==> config.mk <==
export PLATFORM = sky130hd
export DESIGN_NAME = bd3_window
export DESIGN_NICKNAME = d
export VERILOG_FILES = /design/src/hdl/bd3_pkg.sv /design/src/hdl/bd3_window.sv
export SDC_FILE = /design/constraint.sdc
export NUM_CORES = 1
export LEC_CHECK = 0
export BUFFER_PORTS_ARGS = -buffer_cell sky130_fd_sc_hd__buf_2
export CAP_MARGIN = 25
export CORE_UTILIZATION = 30
export DETAILED_ROUTE_END_ITERATION = 12
export PLACE_DENSITY = 0.54
export REMOVE_ABC_BUFFERS = 1
export SKIP_LAST_GASP = 1
export SLEW_MARGIN = 5
export SYNTH_ARGS = -nofsm -noshare
export SYNTH_HDL_FRONTEND = slang
export SYNTH_SLANG_ARGS = --single-unit
==> constraint.sdc <==
create_clock -name clk -period 1.65 [get_ports clk]
set_input_delay 0.165 -clock clk [delete_from_list [all_inputs] [get_ports clk]]
set_output_delay 0.165 -clock clk [all_outputs]
set_load 0.03 [all_outputs]
==> src/hdl/bd3_pkg.sv <==
package bd3_pkg;

  // Field widths fixed by the interface.
  localparam int PIX_W      = 8;
  localparam int COL_OUT_W  = 10;
  localparam int ROW_W      = 12;
  localparam int IMG_W_W    = 11;
  localparam int CFG_DATA_W = 12;
  localparam int CFG_IDX_W  = 2;

  // Default line length of the line stores.
  localparam int MAX_WIDTH_DEF = 1024;

  // Width and height after reset.
  localparam int RESET_WIDTH  = 1024;
  localparam int RESET_HEIGHT = 1024;

  // Smallest frame dimension that still has an interior.
  localparam int MIN_DIM = 3;

  // Configuration register indexes.
  typedef enum logic [CFG_IDX_W-1:0] {
    REG_IMAGE_WIDTH  = 2'd0,
    REG_IMAGE_HEIGHT = 2'd1
  } cfg_reg_t;

  // Value of a set (white) pixel.
  localparam logic [PIX_W-1:0] PIX_SET = 8'hFF;

  // Two rows of one column as held in the line stores.
  typedef struct packed {
    logic [PIX_W-1:0] upper;
    logic [PIX_W-1:0] lower;
  } line_pair_t;

endpackage

==> src/hdl/bd3_window.sv <==
module bd3_window (
  input  logic                      clk,
  input  logic                      rst,
  input  logic                      shift,
  input  logic [bd3_pkg::PIX_W-1:0] pix,
  input  bd3_pkg::line_pair_t       column,
  output logic [bd3_pkg::PIX_W-1:0] result
);

  // Entries 0..2 hold column x-2 (top, middle, bottom), 3..5 hold column x-1.
  logic [bd3_pkg::PIX_W-1:0] win [6];
  logic                      any_set;

  always_ff @(posedge clk) begin
    if (rst) begin
      for (int i = 0; i < 6; i++) begin
        win[i] <= '0;
      end
    end else if (shift) begin
      win[0] <= win[3];
      win[1] <= win[4];
      win[2] <= win[5];
      win[3] <= column.upper;
      win[4] <= column.lower;
      win[5] <= pix;
    end
  end

  // The centre is win[4]; the eight neighbours are the rest of the window.
  always_comb begin
    any_set = (win[0] == bd3_pkg::PIX_SET) || (win[1] == bd3_pkg::PIX_SET) ||
              (win[2] == bd3_pkg::PIX_SET) || (win[3] == bd3_pkg::PIX_SET) ||
              (win[5] == bd3_pkg::PIX_SET) || (column.upper == bd3_pkg::PIX_SET) ||
              (column.lower == bd3_pkg::PIX_SET) || (pix == bd3_pkg::PIX_SET);
    if (win[4] != '0) begin
      result = win[4];
    end else if (any_set) begin
      result = bd3_pkg::PIX_SET;
    end else begin
      result = '0;
    end
  end

endmodule

Word level (Yosys, flattened, before mapping)
Memory sizes are Yosys's and may differ from the RTL's.
Cells that the tools add are included.

cells by class
  eq/ne operators = 8
  multiplexer cells = 13
  bitwise gates (word level) = 6
  reductions and logical operators = 8

operators by type and width
  kind                                        number
  equality test 8 bit, second input constant  8
  2-to-1 mux 8 bit                            8
  nonzero test 8 bit                          1
  logical OR 1 bit                            7
  bitwise OR 1 bit                            6
  2-to-1 mux 1 bit                            5

word-level totals
  bits in registers = 0
  RAM bits = 48
  bits of input ports = 27
  output and inout bits = 8
  word-level logic and storage cells = 36
  memories kept = 1

memories
  name  words  bits a word  read ports  clocked after memory_dff  write ports  line              RTL
  win   6      8            6           0                         6            bd3_window.sv:11  logic [bd3_pkg::PIX_W-1:0] win [6];

Depth between registers and ports, before layout
Gate-level depths: netlist of the first run.

  depth in word-level cells = 10
  depth in mapped cells = 5
  mapped depth without buffers = 5

Least setup slack after synthesis of the first run
OpenSTA, ideal clock, no wires.

  path kind = register to output
  start point = memory win[0][23] in the netlist's numbering
  end point = output result[0] in the netlist's numbering
  arrival = 1.207 ns
  data required time = 1.485 ns
  setup slack = 0.278 ns
  cell stages (with the launch flop) = 6
  path buffers = 0
  cell sequence = edfxtp_1 > nand4_1 > nor2_1 > nor4_2 > a21oi_2 > or2_1

RTL lines
  item             line              RTL
  start, declared  bd3_window.sv:11
  end, declared    bd3_window.sv:7   output logic [bd3_pkg::PIX_W-1:0] result

==> results of run 1 <==
-- worst max-delay path: stages (launching register included) --
cell and delay, ns:
sky130_fd_sc_hd__edfxtp_1 0.37, sky130_fd_sc_hd__nand4_1 0.12, sky130_fd_sc_hd__nor2_2 0.07, sky130_fd_sc_hd__nor4_4 0.33, sky130_fd_sc_hd__a21oi_4 0.12, sky130_fd_sc_hd__or2_1 0.25
sky130_fd_sc_hd__buf_6 0.14
-- layout by cell type (no fill, tap or decap) --
master,n
sky130_fd_sc_hd__and2_1,48
sky130_fd_sc_hd__edfxtp_1,48
sky130_fd_sc_hd__buf_2,26
sky130_fd_sc_hd__nand4_1,16
sky130_fd_sc_hd__or2_1,8
sky130_fd_sc_hd__buf_6,8
sky130_fd_sc_hd__nor2_1,5
sky130_fd_sc_hd__clkbuf_8,5
sky130_fd_sc_hd__nor2_2,3
sky130_fd_sc_hd__nor4_4,2
sky130_fd_sc_hd__clkinv_1,2
sky130_fd_sc_hd__buf_4,2
sky130_fd_sc_hd__nor4_2,1
sky130_fd_sc_hd__nor4_1,1
sky130_fd_sc_hd__nand2_1,1
sky130_fd_sc_hd__a21oi_4,1
sky130_fd_sc_hd__or2_2,1
sky130_fd_sc_hd__nor2b_2,1
sky130_fd_sc_hd__buf_8,1
sky130_fd_sc_hd__buf_12,1
-- power by group through the flow --
stage	Combinational (W)	Sequential (W)	Clock (W)
after floorplan	0.000106	0.00149	0
after global placement	0.000180	0.00150	0
after detailed placement	0.000181	0.00151	0
after CTS	0.000209	0.00148	0.000642
after global routing	0.000229	0.00149	0.000685
final	0.000210	0.00148	0.000622
-- synth_stat cells --
library cell	count	area share
sky130_fd_sc_hd__or2_2	1	0.0031
sky130_fd_sc_hd__buf_2	1	0.0025
sky130_fd_sc_hd__nor2_1	8	0.015
sky130_fd_sc_hd__nor4_1	2	0.0062
sky130_fd_sc_hd__nand2_1	1	0.0019
sky130_fd_sc_hd__nand4_1	16	0.050
sky130_fd_sc_hd__nor4_2	2	0.012
sky130_fd_sc_hd__a21oi_2	1	0.0044
sky130_fd_sc_hd__edfxtp_1	48	0.72
sky130_fd_sc_hd__nor2b_2	1	0.0044
sky130_fd_sc_hd__clkbuf_1	3	0.0056
sky130_fd_sc_hd__or2_1	8	0.025
sky130_fd_sc_hd__clkbuf_2	1	0.0025
sky130_fd_sc_hd__and2_1	48	0.15
-- area by class of cell --
type | instances | area (µm²)
clock inverter | 2 | 7.51
clock buffer | 5 | 68.8
sequential | 48 | 1440
tap | 77 | 96.3
fill | 598 | 3950
timing repair buffer | 38 | 270
multi-input combinational | 88 | 584
-- per-stage QoR --
step	area, µm²	total power [W]
6_report	2470	0.00231
4_1_cts	2450	0.00233
3_5_place_dp	2280	0.00169
2_1_floorplan	1990	0.00160
3_3_place_gp	2280	0.00168
5_1_grt	2470	0.00240
-- worst paths after layout --
check,start,to,slack [ns],cells after the start
worst min-delay path,column[5],win[0][37]$_SDFFCE_PN0P_,0.16,2
worst max register to register,win[0][30]$_SDFFCE_PN0P_,win[0][6]$_SDFFCE_PN0P_,0.76,2
worst min register to register,win[0][26]$_SDFFCE_PN0P_,win[0][2]$_SDFFCE_PN0P_,0.55,1
worst max-delay path,win[0][4]$_SDFFCE_PN0P_,result[0],-0.20,6
-- metal layers --
metal | vias to the layer above | GRT usage | routed length (µm)
li1 | 587 | - | -
met1 | 558 | 0.107 | 1290
met2 | 14 | 0.171 | 1720
met3 | 2 | 0.0356 | 90
met4 | 0 | 0.0376 | 24
met5 | - | 0 | 0
-- cells by family after synthesis --
family                 count (synthesis)
and+or+nand+nor                       87
DFF                                   48
buffers and inverters                  5
AOI/OAI and AO/OA                      1
-- repair_timing --
item / in CTS / in global routing
pin swaps: 8 / 6
hold endpoints to repair: 0 / 0
buffers inserted: 1 / 0
gates resized for setup: 22 / 1
endpoints found under the setup margin: 8 / 8
hold buffers: 0 / 0
==> out/summary.md, run 1 <==
Power
- **power per standard cell area** 935 nW/µm²
- **internal power** 0.00182 W
- **switching power** 0.000490 W
- **Seq pwr share** 0.640
- **part of the power in the clock network** 0.269
- **leak pwr** 0.944 nW
- **combinational group share of total power** 0.091
- **Sw Ratio** 0.212
- **Peak VDD IR** 0.000470 V

Setup path
- **critical path start-end classification** reg -> out
- **critical path required time** 1.48 ns
- **peak fanout along the critical path** 8
- **critical path endpoint category** output pin
- **worst endpoint data arrival time** 1.68 ns
- **critical path startpoint category** register

Layout
- **# nets final** 208
- **final core occ** 0.384
- **Most flops, register** win
- **fraction of final layout cells sized beyond drive strength 1** 0.287
- **Post-Layout Cell Count** 258
- **number of flip-flops under the largest register name** 48
- **antenna diode count** 0
- **largest registers** win (48)
- **Area Growth Syn to Fin** 22.9%

Placement
- **final estimated routing congestion in global placement** 0.641
- **Post-Place Worst Slack** -0.0480 ns
- **HPWL after detailed placement** 2220 µm
- **count of port buffers added during placement** 34
- **post-placement cell count** 249

Timing
- **final critical delay including setup and external delays** 1.85 ns
- **achievable frequency** 0.541 GHz
- **final critical-path share of the clock period** 1.12
- **worst-case setup margin in the final layout** -0.197 ns
- **relative slew slack** 0.767
- **total of endpoints with negative setup slack in the final report** 8
- **skew final** 0.00722 ns
- **Post-Route Setup TNS** -1.47 ns
- **unrepaired setup endpoints after global routing** yes
- **slew at the pin with the worst max-slew slack** 0.348 ns
- **number of hold-slack violations in the final timing report** 0
- **total count of max-transition violations in the final report** 0
- **smallest hold slack** 0.164 ns

Detailed routing
- **detail-routed via count per cell** 4.50
- **remaining design rule violation count** 0
- **via count** 1161
- **Avg WL per Cell** 12.1 µm
- **Post-Route WL** 3130 µm
- **first-pass iteration count of the detailed router** 4
- **number of violations reported at the end of detailed-routing iteration 0** 75
- **DRT antenna net count** 0

Synthesis
- **mean cell area of the mapped netlist** 14.2 µm²
- **fraction of the mapped netlist area in simple logic gates** 0.267
- **post-synthesis register bit count** 48
- **number of cells produced by synthesis** 141
- **xor/xnor cell area share of the yosys netlist** 0
- **synthesized-area fraction occupied by adder cells** 0
- **library cells used by synthesis** 14
- **compound-cell area share of the yosys netlist** 0.00436
- **mux share of post-synthesis cell area** 0
- **post-synth design cell area** 2010 µm²
- **sequential-to-total area share from yosys stat** 0.718
- **yosys synthesis warning count** 0
- **combinational family with the most area after synthesis** simple AND/OR/NAND/NOR gates

Floorplanning
- **num rows** 29
- **full die area** 7020 µm²
- **Top Ports** 35
- **starting density of the core** 0.313
- **floorplan die height** 83.8 µm
- **core area** 6420 µm²
- **die outline width** 83.8 µm

Global routing
- **remaining global-route overflow** 0
- **number of global-route vias before repair** 1125
- **global router's overall resource usage** 0.0972
- **number of antenna violations at the first check in global routing** 0
- **global-route wire length before repair** 5170 µm
- **maximum number of pins on one net before global-route repair** 41

Status
- **violations in the final reports** negative setup slack
- **outcome** finished, violations left

CTS
- **Root Driver** sky130_fd_sc_hd__clkbuf_8
- **CTS Sinks** 48
- **clock tree from TritonCTS** yes
- **CTS clk-pin slew, worst paths** 0.08 ns
- **Max clock buf depth** 2
- **H-tree depth** 2
- **source-to-sink clock delay at the later pin of the worst-skew pair** 0.29 ns
- **TritonCTS buffer count** 5

Run
- **max-capacitance violation count** 0

Hold path
- **worst hold path type** in -> reg

No activity file was read; power rests on OpenSTA's default activity.
==> inputs of run 2 (changes only) <==
--- a/config.mk
+++ b/config.mk
@@ -6,10 +6,10 @@
 export NUM_CORES = 1
 export LEC_CHECK = 0
 export BUFFER_PORTS_ARGS = -buffer_cell sky130_fd_sc_hd__buf_2
-export CAP_MARGIN = 25
 export CORE_UTILIZATION = 30
 export DETAILED_ROUTE_END_ITERATION = 12
 export PLACE_DENSITY = 0.54
+export RECOVER_POWER = 25
 export REMOVE_ABC_BUFFERS = 1
 export SKIP_LAST_GASP = 1
 export SLEW_MARGIN = 5
==> run 2 against run 1 <==
Compared with the run above:
- the flow still finishes with violations (negative setup slack)
- combinational power down 4%
- sequential share of layout area is 0.69 points higher
- worst hold slack about the same
- maximum frequency barely moved
- utilization fell by 0.45 points
==> out/summary.md, run 2 (same netlist as run 1, synthesis figures left out) <==
Hold path
- **start point of the worst hold path** column[12]
- **cell count of the worst hold path** 2
- **capture endpoint of the worst hold path** win[0][28]$_SDFFCE_PN0P_
- **worst hold path type** in -> reg

Setup path
- **slowest library cell on the worst path** sky130_fd_sc_hd__edfxtp_1
- **peak fanout along the critical path** 8
- **worst endpoint data arrival time** 1.68 ns
- **critical path endpoint category** output pin
- **cell breakdown of the critical path** nand4_1 -> nor2_2 -> nor4_4 -> a21oi_4 -> or2_1 -> buf_6
- **reg2reg path depth** 2
- **critical path start-end classification** reg -> out
- **RR Startpoint** win[0][30]$_SDFFCE_PN0P_
- **critical path required time** 1.48 ns
- **worst reg2reg path endpoint** win[0][6]$_SDFFCE_PN0P_
- **delay of the slowest cell on the worst path** 0.37 ns
- **critical path startpoint category** register
- **internal reg-to-reg setup slack** 0.76 ns

Layout
- **area occupied by multi-input gates** 584 µm²
- **area taken by flip-flops and latches** 1440 µm²
- **post-route cell area** 2440 µm²
- **Most flops, register** win
- **number of flip-flops under the largest register name** 48
- **# nets final** 207
- **Post-Layout Cell Count** 257
- **leading cell types in the layout, fill and taps excluded** 48 x sky130_fd_sc_hd__and2_1, 48 x sky130_fd_sc_hd__edfxtp_1, 25 x sky130_fd_sc_hd__buf_2
- **largest registers** win (48)
- **antenna diode count** 0
- **Area Growth Syn to Fin** 21.5%
- **fraction of final layout cells sized beyond drive strength 1** 0.272
- **layout filler cell count** 602

Timing
- **Post-Route Setup TNS** -1.47 ns
- **slew at the pin with the worst max-slew slack** 1.09 ns
- **skew final** 0.00591 ns
- **worst-case setup margin in the final layout** -0.197 ns
- **total count of max-transition violations in the final report** 0
- **relative slew slack** 0.267
- **achievable frequency** 0.541 GHz
- **final critical-path share of the clock period** 1.12
- **unrepaired setup endpoints after global routing** yes
- **final critical delay including setup and external delays** 1.85 ns
- **total of endpoints with negative setup slack in the final report** 8
- **number of hold-slack violations in the final timing report** 0

Power
- **total design power** 0.00230 W
- **power per standard cell area** 942 nW/µm²
- **Seq pwr share** 0.643
- **switching power** 0.000487 W
- **part of the power in the clock network** 0.270
- **Peak VDD IR** 0.000471 V
- **internal power** 0.00181 W
- **Sw Ratio** 0.212
- **combinational group share of total power** 0.087
- **leak pwr** 0.927 nW

Placement
- **count of port buffers added during placement** 34
- **final estimated routing congestion in global placement** 0.641
- **post-placement cell count** 249
- **HPWL after detailed placement** 2220 µm
- **dpl cell area** 2280 µm²
- **Post-Place Worst Slack** -0.0480 ns

CTS
- **CTS clk-pin slew, worst paths** 0.08 ns
- **Root Driver** sky130_fd_sc_hd__clkbuf_8
- **TritonCTS buffer count** 5
- **source-to-sink clock delay at the later pin of the worst-skew pair** 0.29 ns
- **Max clock buf depth** 2
- **clock tree from TritonCTS** yes
- **H-tree depth** 2
- **CTS Sinks** 48

Status
- **outcome** finished, violations left
- **violations in the final reports** negative setup slack

Global routing
- **global router's overall resource usage** 0.0972
- **number of global-route vias before repair** 1125
- **maximum number of pins on one net before global-route repair** 41
- **remaining global-route overflow** 0
- **global-route wire length before repair** 5170 µm
- **number of antenna violations at the first check in global routing** 0

Floorplanning
- **floorplan die height** 83.8 µm
- **Top Ports** 35
- **full die area** 7020 µm²
- **core area** 6420 µm²
- **starting density of the core** 0.313
- **num rows** 29
- **die outline width** 83.8 µm

Detailed routing
- **remaining design rule violation count** 0
- **via count** 1148
- **DRT antenna net count** 0
- **number of violations reported at the end of detailed-routing iteration 0** 71
- **Post-Route WL** 3100 µm
- **Avg WL per Cell** 12.1 µm
- **first-pass iteration count of the detailed router** 4
- **detail-routed via count per cell** 4.47

Run
- **max-capacitance violation count** 0

==> run 2: cell count changes in the layout (fill, tap and decap cells not counted), sizes merged <==
cell    previous run  this run
buf               38        35
clkbuf             5         7
==> run 2: how the worst max path moves through the flow <==
stage	slack, ns	to	start
finish	-0.20	result[0]	win[0][4]$_SDFFCE_PN0P_
floorplan	0.28	result[0]	win[0][23]$_SDFFCE_PN0P_
global route	-0.35	result[6]	win[0][12]$_SDFFCE_PN0P_
CTS	-0.26	result[1]	win[0][28]$_SDFFCE_PN0P_
global placement	-0.02	win[0][15]$_SDFFCE_PN0P_	shift
detailed placement	-0.05	win[0][10]$_SDFFCE_PN0P_	shift
==> run 2: layer usage <==
| layer | up-vias | track usage | wire length (µm) |
|---|---|---|---|
| met4 | 0 | 0.0376 | 24 |
| met3 | 2 | 0.0356 | 89 |
| met5 | - | 0 | 0 |
| met1 | 547 | 0.107 | 1290 |
| met2 | 14 | 0.171 | 1690 |
| li1 | 585 | - | - |
==> run 2: what timing repair did <==
action | CTS | global route
endpoints found under the setup margin | 8 | 8
buffers inserted | 1 | 0
gates cloned | 0 | 0
hold buffers | 0 | 0
resized for setup | 22 | 1
pin swaps | 8 | 6
==> run 2: cell type report <==
cell class,count,area share
sequential,48,0.591
multi-input combinational,88,0.239
timing repair buffer,37,0.0990
tap,77,0.0395
clock buffer,5,0.0282
clock inverter,2,0.00308
==> run 2: critical path: cells and delay by family, from the launching register on <==
kind | cells | cell delay (ns)
simple gates | 4 | 0.77
flops | 1 | 0.37
compound gates | 1 | 0.12
buf+inv | 1 | 0.14
==> run 2: through the flow <==
| step | utilization | hold WS [ns] |
|---|---|---|
| final | 0.380 | 0.164 |
| after global placement | 0.355 | 0.461 |
| after CTS | 0.382 | 0.152 |
| after global routing | 0.380 | 0.157 |
| after floorplan | - | 0.363 |
| after detailed placement | 0.355 | 0.461 |
==> run 2: power groups by stage <==
| stage | sequential [W] | combinational (W) | clock (W) |
|---|---|---|---|
| 6_report | 0.00148 | 0.000201 | 0.000621 |
| 5_1_grt | 0.00149 | 0.000220 | 0.000685 |
| 4_1_cts | 0.00148 | 0.000209 | 0.000642 |
| 3_5_place_dp | 0.00151 | 0.000181 | 0 |
| 3_3_place_gp | 0.00150 | 0.000180 | 0 |
| 2_1_floorplan | 0.00149 | 0.000106 | 0 |
==> inputs of run 3 (changes only) <==
--- a/config.mk
+++ b/config.mk
@@ -6,6 +6,8 @@
 export NUM_CORES = 1
 export LEC_CHECK = 0
 export BUFFER_PORTS_ARGS = -buffer_cell sky130_fd_sc_hd__buf_2
+export CAP_MARGIN = 25
+export CORE_ASPECT_RATIO = 0.7
 export CORE_UTILIZATION = 30
 export DETAILED_ROUTE_END_ITERATION = 12
 export PLACE_DENSITY = 0.54
==> run 3 against run 2 <==
Compared with the run above:
- the run still ends with negative setup slack left
- clock skew increased by 0.0044 ns
- cell count grew 5.4%
- sequential share of layout area shrank 0.15 points
- sequential cell count unchanged
- utilization grew 0.62 points
- via count shrank 1.7%
- register-to-register slack better by 0.07 ns
- sequential power is essentially flat
- total power increased by 1.9%
- global-route usage down 0.14 points
- largest cell class unchanged
- highest routed layer unchanged
==> out/summary.md, run 3 (same netlist as run 1, synthesis figures left out) <==
Status
- **outcome** finished, violations left
- **violations in the final reports** negative setup slack

Detailed routing
- **Avg WL per Cell** 11.3 µm
- **Post-Route WL** 3070 µm
- **detail-routed via count per cell** 4.16
- **number of violations reported at the end of detailed-routing iteration 0** 27
- **remaining design rule violation count** 0
- **via count** 1128
- **first-pass iteration count of the detailed router** 4
- **DRT antenna net count** 0

Hold path
- **worst hold path type** in -> reg
- **cell count of the worst hold path** 2

Setup path
- **kind of cell with the highest combined delay on the critical path** simple AND/OR/NAND/NOR gates
- **critical path startpoint category** register
- **slowest library cell on the worst path** sky130_fd_sc_hd__edfxtp_1
- **number of logic stages on the critical path including buffering** 6
- **number of buffer and inverter stages on the critical path** 1
- **critical path endpoint category** output pin
- **delay of the slowest cell on the worst path** 0.39 ns
- **cell breakdown of the critical path** nand4_1 -> nor2_1 -> nor4_4 -> a21oi_4 -> or2_1 -> buf_6
- **critical path required time** 1.48 ns
- **worst endpoint data arrival time** 1.75 ns
- **reg2reg path depth** 1
- **critical path start-end classification** reg -> out
- **peak fanout along the critical path** 8
- **internal reg-to-reg setup slack** 0.83 ns

Power
- **leak pwr** 0.919 nW
- **power per standard cell area** 958 nW/µm²
- **Peak VDD IR** 0.000384 V
- **total design power** 0.00234 W

Floorplanning
- **full die area** 7030 µm²
- **floorplan die height** 70.5 µm
- **core area** 6340 µm²
- **starting density of the core** 0.317
- **num rows** 24
- **die outline width** 99.8 µm
- **Top Ports** 35

CTS
- **TritonCTS buffer count** 5
- **number of buffers inserted by post-CTS setup repair** 0
- **clock tree from TritonCTS** yes
- **Max clock buf depth** 2
- **Root Driver** sky130_fd_sc_hd__clkbuf_8
- **CTS clk-pin slew, worst paths** 0.09 ns
- **CTS Sinks** 48
- **H-tree depth** 2
- **source-to-sink clock delay at the later pin of the worst-skew pair** 0.30 ns
- **hold-fix buffers at CTS** 0

Timing
- **total count of max-transition violations in the final report** 0
- **unrepaired setup endpoints after global routing** yes
- **number of hold-slack violations in the final timing report** 0
- **skew final** 0.0103 ns
- **final critical delay including setup and external delays** 1.92 ns
- **total of endpoints with negative setup slack in the final report** 8
- **final critical-path share of the clock period** 1.16
- **achievable frequency** 0.522 GHz
- **relative slew slack** 0.556
- **worst-case setup margin in the final layout** -0.266 ns
- **slew at the pin with the worst max-slew slack** 0.665 ns

Global routing
- **maximum number of pins on one net before global-route repair** 49
- **remaining global-route overflow** 0
- **global-route wire length before repair** 5040 µm
- **global router's overall resource usage** 0.0958
- **number of antenna violations at the first check in global routing** 0
- **number of global-route vias before repair** 1110

Layout
- **number of flip-flops under the largest register name** 48
- **Most flops, register** win
- **most frequent standard cell in the layout excluding fill and tap cells** sky130_fd_sc_hd__edfxtp_1
- **layout filler cell count** 602
- **fraction of final layout cells sized beyond drive strength 1** 0.267
- **leading cell types in the layout, fill and taps excluded** 48 x sky130_fd_sc_hd__edfxtp_1, 44 x sky130_fd_sc_hd__and2_1, 26 x sky130_fd_sc_hd__buf_2
- **Area Growth Syn to Fin** 21.8%
- **largest registers** win (48)
- **antenna diode count** 0
- **final core occ** 0.386
- **# nets final** 206

Placement
- **count of port buffers added during placement** 34
- **final estimated routing congestion in global placement** 0.645
- **HPWL after detailed placement** 2150 µm

Run
- **max-capacitance violation count** 0

[run 3: what timing repair did]
item	CTS	global route
resized for setup	14	7
pin swaps	4	10
endpoints found under the setup margin	8	8
[run 3: final cells by class]
type / instances / area, µm² / area share
sequential: 48 / 1440 / 0.589
tap: 91 / 114 / 0.0465
multi-input combinational: 88 / 571 / 0.233
timing repair buffer: 36 / 233 / 0.0951
clock inverter: 3 / 18.8 / 0.00767
clock buffer: 5 / 68.8 / 0.0281
[run 3: power breakdown]
group	internal [W]	switching, W	leakage, nW
sequential	0.00144	0.0000349	0.524
clock	0.000293	0.000380	0.0378
combinational	0.0000883	0.000109	0.357
[run 3: per-layer routing]
metal,share of wire,GRT usage,vias to the layer above
met2,0.45,0.147,22
met4,0.017,0.0441,0
li1,-,-,586
met3,0.044,0.0350,6
met5,0,0,-
met1,0.49,0.120,514
[run 3: path summary, 6_finish.rpt]
check | start | to
setup / recovery | win[0][14]$_SDFFCE_PN0P_ | result[6]
hold / removal | column[2] | win[0][34]$_SDFFCE_PN0P_
setup reg to reg | win[0][36]$_SDFFCE_PN0P_ | win[0][12]$_SDFFCE_PN0P_
hold reg to reg | win[0][44]$_SDFFCE_PN0P_ | win[0][20]$_SDFFCE_PN0P_
[run 3: stage by stage]
step	area, µm²	setup TNS [ns]	setup WS (ns)	hold WS [ns]	instances
floorplan	1990	0	0.278	0.363	136
global placement	2290	0	0.0458	0.458	263
detailed placement	2290	0	0.0606	0.463	263
CTS	2420	-1.93	-0.271	0.140	271
global route	2450	-2.78	-0.374	0.145	271
finish	2450	-1.91	-0.266	0.151	271
